**src/design/block_average_density_histogram_top_macros.svh**
```systemverilog
// Assertion macros for the block-average density histogram.
// Used by badh_acc and badh_hist; expects clk and rst in scope.
`ifndef BLOCK_AVERAGE_DENSITY_HISTOGRAM_TOP_MACROS_SVH
`define BLOCK_AVERAGE_DENSITY_HISTOGRAM_TOP_MACROS_SVH

`ifndef SYNTH
// same-cycle implication
`define BADH_ASSERT_IMP(lbl, ante, cons) \
  lbl: assert property (@(posedge clk) disable iff (rst) (ante) |-> (cons)) \
    else $error("badh assertion failed");
// next-cycle implication
`define BADH_ASSERT_NXT(lbl, ante, cons) \
  lbl: assert property (@(posedge clk) disable iff (rst) (ante) |=> (cons)) \
    else $error("badh assertion failed");
`else
`define BADH_ASSERT_IMP(lbl, ante, cons)
`define BADH_ASSERT_NXT(lbl, ante, cons)
`endif

`endif

```
**src/design/badh_pkg.sv**
```systemverilog
// Shared constants, types and FSM states for the block-average density histogram.
// No dependencies.
package badh_pkg;

  localparam int MESH_MAX      = 128;
  localparam int SLAB_DEPTH    = 16384;
  localparam int BINS_MAX      = 64;

  localparam int MESH_LOG2_MAX = $clog2(MESH_MAX);
  localparam int POS_W         = $clog2(MESH_MAX);
  localparam int SLAB_AW       = $clog2(SLAB_DEPTH);
  localparam int BIN_W         = $clog2(BINS_MAX);

  localparam int DEN_W         = 24;
  localparam int SUM_W         = 34;
  localparam int CNT_W         = 22;
  localparam int FRAC_W        = 16;
  localparam int ONE_FIX       = 65536;

  localparam int ML_W          = 3;
  localparam int BL_W          = 2;
  localparam int CFG_BINS_W    = 7;
  localparam int CFG_IDX_W     = 2;
  localparam int CFG_DATA_W    = 7;

  localparam logic [CFG_IDX_W-1:0] CFG_MESH_LOG2  = 2'd0;
  localparam logic [CFG_IDX_W-1:0] CFG_BLOCK_LOG2 = 2'd1;
  localparam logic [CFG_IDX_W-1:0] CFG_NUM_BINS   = 2'd2;

  localparam logic [CNT_W-1:0] COUNT_MAX = {CNT_W{1'b1}};

  typedef struct packed {
    logic               vld;
    logic [DEN_W-1:0]   density;
    logic [SLAB_AW-1:0] idx;
    logic               first;
    logic               last;
    logic [BL_W-1:0]    bl;
  } smp_t;

  typedef struct packed {
    logic             vld;
    logic [SUM_W-1:0] sum;
    logic [BL_W-1:0]  bl;
  } blk_t;

  typedef enum logic [1:0] {
    ST_COUNT,
    ST_DRAIN,
    ST_EMIT,
    ST_FLUSH
  } hist_state_t;

endpackage

```
**src/design/badh_hist.sv**
```systemverilog
// Block averaging, binning, histogram memory and run emitter.
// Depends on badh_pkg and block_average_density_histogram_top_macros.svh.
`include "block_average_density_histogram_top_macros.svh"
module badh_hist (
  input  logic                          clk,
  input  logic                          rst,
  input  badh_pkg::blk_t                blk,
  input  logic                          acc_busy,
  input  logic                          run_start,
  input  logic [badh_pkg::BIN_W-1:0]    nb_m1,
  output logic                          busy,
  output logic                          out_valid,
  input  logic                          out_stall,
  output logic [badh_pkg::BIN_W-1:0]    bin_index,
  output logic [badh_pkg::CNT_W-1:0]    block_count,
  output logic                          last_bin
);
  import badh_pkg::*;

  localparam int T_W = SUM_W + 5;
  localparam int Q_W = T_W - FRAC_W;

  hist_state_t             state, state_next;

  logic [3:0]              shamt;
  logic signed [SUM_W-1:0] avg;
  logic signed [SUM_W:0]   s_next;
  logic                    p3_vld;
  logic signed [SUM_W:0]   p3_s;

  logic signed [T_W-1:0]   t_ext;
  logic signed [T_W-1:0]   t10;
  logic [Q_W-1:0]          q;
  logic [BIN_W-1:0]        bin_next;
  logic                    p4_vld;
  logic [BIN_W-1:0]        p4_bin;

  logic [CNT_W-1:0]        hist_mem [BINS_MAX];
  logic [BINS_MAX-1:0]     hv;
  logic [CNT_W-1:0]        hist_q;
  logic                    hist_vq;
  logic                    rd_en;
  logic [BIN_W-1:0]        rd_addr;

  logic                    p5_vld;
  logic [BIN_W-1:0]        p5_bin;
  logic                    hfwd;
  logic [CNT_W-1:0]        hfwd_cnt;
  logic [CNT_W-1:0]        cur;
  logic [CNT_W-1:0]        cnt_new;

  logic [BIN_W-1:0]        emit_i;
  logic                    adv;
  logic                    emit_re;
  logic                    emit_last;
  logic                    clear_all;
  logic                    drained;

  // average and offset by one
  always_comb begin
    shamt  = (4'(blk.bl) << 1) + 4'(blk.bl);
    avg    = $signed(blk.sum) >>> shamt;
    s_next = (SUM_W+1)'(avg) + (SUM_W+1)'(ONE_FIX);
  end

  // times ten, drop fraction, saturate
  always_comb begin
    t_ext    = T_W'(p3_s);
    t10      = (t_ext <<< 3) + (t_ext <<< 1);
    q        = t10[T_W-1:FRAC_W];
    if (p3_s[SUM_W]) begin
      bin_next = '0;
    end else if (q > Q_W'(nb_m1)) begin
      bin_next = nb_m1;
    end else begin
      bin_next = BIN_W'(q);
    end
  end

  always_comb begin
    rd_en   = p4_vld || emit_re;
    rd_addr = emit_re ? emit_i : p4_bin;
  end

  always_ff @(posedge clk) begin
    if (rd_en) begin
      hist_q  <= hist_mem[rd_addr];
      hist_vq <= hv[rd_addr];
    end
  end

  always_ff @(posedge clk) begin
    if (p5_vld) begin
      hist_mem[p5_bin] <= cnt_new;
    end
  end

  always_comb begin
    cur     = hfwd ? hfwd_cnt : (hist_vq ? hist_q : '0);
    cnt_new = (cur == COUNT_MAX) ? cur : cur + 1'b1;
  end

  always_ff @(posedge clk) begin
    if (rst) begin
      hv <= '0;
    end else if (clear_all) begin
      hv <= '0;
    end else if (p5_vld) begin
      hv[p5_bin] <= 1'b1;
    end
  end

  always_ff @(posedge clk) begin
    if (rst) begin
      p3_vld <= 1'b0;
      p4_vld <= 1'b0;
      p5_vld <= 1'b0;
      hfwd   <= 1'b0;
    end else begin
      p3_vld <= blk.vld;
      p4_vld <= p3_vld;
      p5_vld <= p4_vld;
      hfwd   <= p4_vld && p5_vld && (p4_bin == p5_bin);
    end
  end

  always_ff @(posedge clk) begin
    p3_s     <= s_next;
    p4_bin   <= bin_next;
    p5_bin   <= p4_bin;
    hfwd_cnt <= cnt_new;
  end

  // run sequencer
  always_comb begin
    drained   = !acc_busy && !p3_vld && !p4_vld && !p5_vld;
    adv       = !out_valid || !out_stall;
    emit_last = (emit_i == nb_m1);
  end

  always_comb begin
    state_next = state;
    unique case (state)
      ST_COUNT: begin
        if (run_start) state_next = ST_DRAIN;
      end
      ST_DRAIN: begin
        if (drained) state_next = ST_EMIT;
      end
      ST_EMIT: begin
        if (adv && emit_last) state_next = ST_FLUSH;
      end
      ST_FLUSH: begin
        if (!out_stall) state_next = ST_COUNT;
      end
      default: state_next = ST_COUNT;
    endcase
  end

  always_comb begin
    busy      = (state != ST_COUNT);
    emit_re   = (state == ST_EMIT) && adv;
    clear_all = emit_re && emit_last;
  end

  always_ff @(posedge clk) begin
    if (rst) begin
      state     <= ST_COUNT;
      emit_i    <= '0;
      out_valid <= 1'b0;
    end else begin
      state <= state_next;
      if (emit_re) begin
        emit_i    <= emit_last ? '0 : emit_i + 1'b1;
        out_valid <= 1'b1;
      end else if (!out_stall) begin
        out_valid <= 1'b0;
      end
    end
  end

  always_ff @(posedge clk) begin
    if (emit_re) begin
      bin_index <= emit_i;
      last_bin  <= emit_last;
    end
  end

  assign block_count = hist_vq ? hist_q : '0;

  `BADH_ASSERT_IMP(a_emit_no_count, state == ST_EMIT, !p4_vld && !p5_vld)
  `BADH_ASSERT_IMP(a_out_only_in_run, out_valid, state == ST_EMIT || state == ST_FLUSH)
  `BADH_ASSERT_NXT(a_run_stalls_input, run_start, busy)
  `BADH_ASSERT_IMP(a_last_is_top_bin, out_valid && last_bin, bin_index == nb_m1)

endmodule
```
**config.mk**
```make
export PLATFORM = sky130hd
export DESIGN_NAME = badh_hist
export DESIGN_NICKNAME = d
export VERILOG_FILES = /design/src/design/badh_pkg.sv /design/src/design/badh_hist.sv
export VERILOG_INCLUDE_DIRS = /design/src /design/src/design
export SDC_FILE = /design/constraint.sdc
export NUM_CORES = 2
export LEC_CHECK = 0
export BUFFER_PORTS_ARGS = -buffer_cell sky130_fd_sc_hd__buf_2
export CAP_MARGIN = 20
export CORE_UTILIZATION = 45
export CTS_CLUSTER_DIAMETER = 150
export DETAILED_ROUTE_END_ITERATION = 10
export PLACE_DENSITY = 0.64
export SLEW_MARGIN = 10
export SYNTH_ARGS = -nofsm -noshare
export SYNTH_HDL_FRONTEND = slang
export SYNTH_SLANG_ARGS = --single-unit
```
**constraint.sdc**
```tcl
create_clock -name clk -period 5.3 [get_ports clk]
set_input_delay 0.53 -clock clk [delete_from_list [all_inputs] [get_ports clk]]
set_output_delay 0.53 -clock clk [all_outputs]
set_load 0.02 [all_outputs]
```
==> impl_metrics.py <==
metrics = {
    "layout": {
        "drive_gt1_frac": 0.2567,
        "nNetsFinal": 3954,
        "fin_area_sq_um": 74130,
        "synthToLayoutAreaGrowth_pct": 14.73,
        "final_cell_mix": "edfxtp_1 (1438), mux4_2 (389), nand2_1 (308), buf_4 (167), clkbuf_16 (166)",
        "final_common_cell": "edfxtp_1",
    },
    "clocking": {
        "path_clk_slew_ns": 0.06,
        "cts-buffers-inserted": 161,
        "h-tree-depth": 4,
        "cts_tree": "done",
        "clock_path_buffers": 3,
        "clk_latency_ns": 0.78,
        "cts_root_buffer": "clkbuf_16",
        "cts.sinks": 1584,
        "postCtsSetupBuffers": 0,
    },
    "drt": {
        "vias": 34750,
        "post_drt_wl_per_cell_microns": 26.58,
        "drt_first_pass_iters": 8,
        "postRouteWirelength_microns": 156300,
        "drtIter0Drc": 3299,
        "drtAntennaViolNets": 0,
        "post-route-drc-count": 0,
        "vias_per_cell": 5.909,
    },
    "floorplan": {
        "start_util": 0.4552,
        "core-area_sq_um": 141900,
        "core.rowCount": 138,
        "die_y_microns": 380.9,
        "io_pins": 79,
        "dieArea_sq_um": 145100,
        "die_w_microns": 380.9,
    },
    "setup_path": {
        "cp_max_fo": 6,
        "r2r_slack_ns": 0.62,
        "cp.arrival_ns": 5.36,
        "path_class": "flop to flop",
        "crit_start": "p3_s[15]",
        "setup.worst_path.end": "p4_bin[1]",
        "start_kind": "flop",
        "r2r_start": "p3_s[15]",
        "rr_worst_depth": 17,
        "required_ns": 5.98,
        "timing.rr.end": "p4_bin[1]",
        "critPathCaptureType": "flop",
    },
    "global_route": {
        "grt_pass1_vias": 35023,
        "grt_overflow": 0,
        "antenna_found_initial": 3,
        "grt_max_degree": 93,
        "grt_pass1_wl_microns": 230200,
        "gr-usage-all-layers": 0.2157,
    },
    "sta": {
        "period_share": 0.8833,
        "rsz0062_at_grt": "no",
        "tightestPinTransition_ns": 0.9555,
        "skew_ns": 0.03466,
        "period_needed_ns": 4.682,
        "fmax_mhz": 213.6,
        "relSlewSlack": 0.3494,
        "final_hold_viol_count": 0,
        "setup_viol": 0,
        "maxSlewViolCount": 0,
        "holdWs_ns": 0.05187,
    },
    "power_and_ir_drop": {
        "pwr-share-comb": 0.182,
        "power_mw": 31.71,
        "p_seq_frac": 0.467,
        "power_per_cell_area_nw_per_um2": 427.8,
        "ir_drop_mv": 0.3505,
        "netSwitchingFraction": 0.2675,
        "p_sw_mw": 8.484,
        "p_int_mw": 23.23,
        "p_leak_nw": 24.46,
        "p_clk_frac": 0.352,
    },
    "synthesis": {
        "syn_inst": 3633,
        "async_reset_ff_frac": 0,
        "synth_ff_type": "edfxtp_1",
        "yosysWarnings": 0,
        "ys_seq_elements": 1584,
        "syn_nets": 3730,
        "mappedNetlistArea_sq_um": 64610,
        "yosysSeqAreaShare": 0.7136,
        "ys_types": 73,
        "synth_edf_count": 1438,
        "postSynthAreaPerCell_sq_um": 17.78,
    },
    "min_path": {
        "hp-class": "input port to flop",
    },
    "place": {
        "portBuffers": 78,
        "place_area_sq_um": 68910,
        "dp_hpwl_microns": 91560,
        "gp_congestion": 0.8477,
    },
    "run": {
        "cap_violations": 0,
    },
    "outcome": {
        "status": "complete, no violations",
    },
}
[worst max-delay path, cell delays in order, from the launching register on]
cell and delay [ns]:
dfxtp_1 0.32, ha_1 0.40, nand2_1 0.15, or3_1 0.41, o21a_1 0.21, nor2b_1 0.16
o31ai_1 0.36, xor2_1 0.24, ha_1 0.28, and3_1 0.19, a221o_1 0.33, a21oi_1 0.16
nand4_1 0.12, nor4_2 0.31, nand4_1 0.18, nor4_4 0.39, buf_4 0.21, mux2i_1 0.20
[metrics by stage]
stage	util	worst slack, ns	setup TNS (ns)	cells
3_5_place_dp	0.4855	0.6715	0	5583
4_1_cts	0.5223	0.6025	0	5879
6_report	0.5223	0.6185	0	5881
3_3_place_gp	0.4855	0.7384	0	5583
2_1_floorplan	-	-0.01535	-1.284	3633
5_1_grt	0.5223	0.2700	0	5879
[final cells by class]
cell class / instances / area [sq um]
multi-input combinational: 1798 / 17980
timing repair buffer: 281 / 2355
clock buffer: 209 / 4377
sequential: 1584 / 46110
tap: 1890 / 2365
antenna: 2 / 5.005
inverter: 31 / 116.4
fill: 11282 / 67800
clock inverter: 86 / 825.8
[per-layer routing]
layer	part of all wire	GRT usage	vias up	wire length [microns]
met1	0.40	0.2870	18050	62060
met4	0.034	0.07742	0	5329
met2	0.49	0.3555	1346	77140
li1	-	-	15075	-
met5	0	0	-	0
met3	0.075	0.04005	279	11770
[registers in the layout (all words and copies together), names as in the netlist]
name / count
p4_vld: 1
hist_vq: 1
hist_q: 22
state: 2
hfwd: 1
emit_i: 6
hv: 64
p3_s: 35
p5_bin: 6
last_bin: 1
hfwd_cnt: 22
p3_vld: 1
bin_index: 6
hist_mem: 1408
p5_vld: 1
out_valid: 1
p4_bin: 6
[cells in the mapped netlist, types with 3 or more instances]
library cell / number / area share
a211oi_1: 124 / 0.014
a21o_1: 6 / 0.00070
a21oi_1: 111 / 0.0086
a21oi_2: 3 / 0.00041
a311oi_1: 47 / 0.0064
a31oi_1: 57 / 0.0055
and2_1: 117 / 0.011
and3_1: 5 / 0.00048
buf_1: 33 / 0.0019
buf_2: 55 / 0.0043
clkbuf_1: 128 / 0.0074
dfxtp_1: 146 / 0.045
edfxtp_1: 1438 / 0.67
ha_1: 49 / 0.0095
inv_1: 30 / 0.0017
mux2_2: 17 / 0.0030
mux2i_1: 50 / 0.0077
mux4_2: 389 / 0.14
nand2_1: 309 / 0.018
nand2b_1: 23 / 0.0022
nand3_1: 23 / 0.0018
nand3b_1: 4 / 0.00046
nand4_1: 20 / 0.0019
nand4b_1: 4 / 0.00054
nor2_1: 142 / 0.0082
nor2b_1: 21 / 0.0020
nor3_1: 25 / 0.0019
nor4_1: 5 / 0.00048
o211ai_1: 12 / 0.0014
o21a_1: 69 / 0.0080
o21ai_0: 44 / 0.0034
o21ai_1: 10 / 0.00077
o31ai_1: 3 / 0.00035
o41ai_1: 3 / 0.00041
or3_1: 8 / 0.00077
xnor2_1: 39 / 0.0053
xor2_1: 19 / 0.0026
[power by group through the flow]
stage | Combinational, mW | Sequential [mW] | Clock (mW)
global placement | 5.74 | 15.1 | 0
finish | 5.76 | 14.8 | 11.2
CTS | 5.81 | 14.8 | 11.3
floorplan | 3.53 | 15.1 | 0
global route | 6.20 | 14.8 | 11.8
detailed placement | 5.80 | 15.1 | 0
[timing repair]
action / in CTS / in global routing
hold buffers: 1 / 0
gates resized for setup: 0 / 0
hold endpoints to repair: 1 / 0
[worst min path at each step]
stage                         start   endpoint  slack, ns  cells past startpoint
after floorplan           p4_bin[1]  p5_bin[1]       0.36                      0
after global placement    p4_bin[4]  p5_bin[4]       0.42                      0
after detailed placement  p4_bin[4]  p5_bin[4]       0.41                      0
after CTS                 out_stall  out_valid      0.008                      3
after global routing      out_stall  out_valid       0.07                      3
final                     out_stall  out_valid       0.05                      3
[kinds of logic (layout without fill, tap and decap cells)]
kind of cell | count (synthesis) | in the layout | share of synthesized area
and+or+nand+nor | 716 | 716 | 0.05198
AOI/OAI and AO/OA | 517 | 517 | 0.05440
other | 0 | 2 | 0
adders and majority gates | 49 | 49 | 0.009489
buffers and inverters | 251 | 607 | 0.01600
muxes | 458 | 458 | 0.1467
xor gates and xnor gates | 58 | 58 | 0.007862
DFF | 1584 | 1584 | 0.7136
No activity file was read; power rests on OpenSTA's default activity.
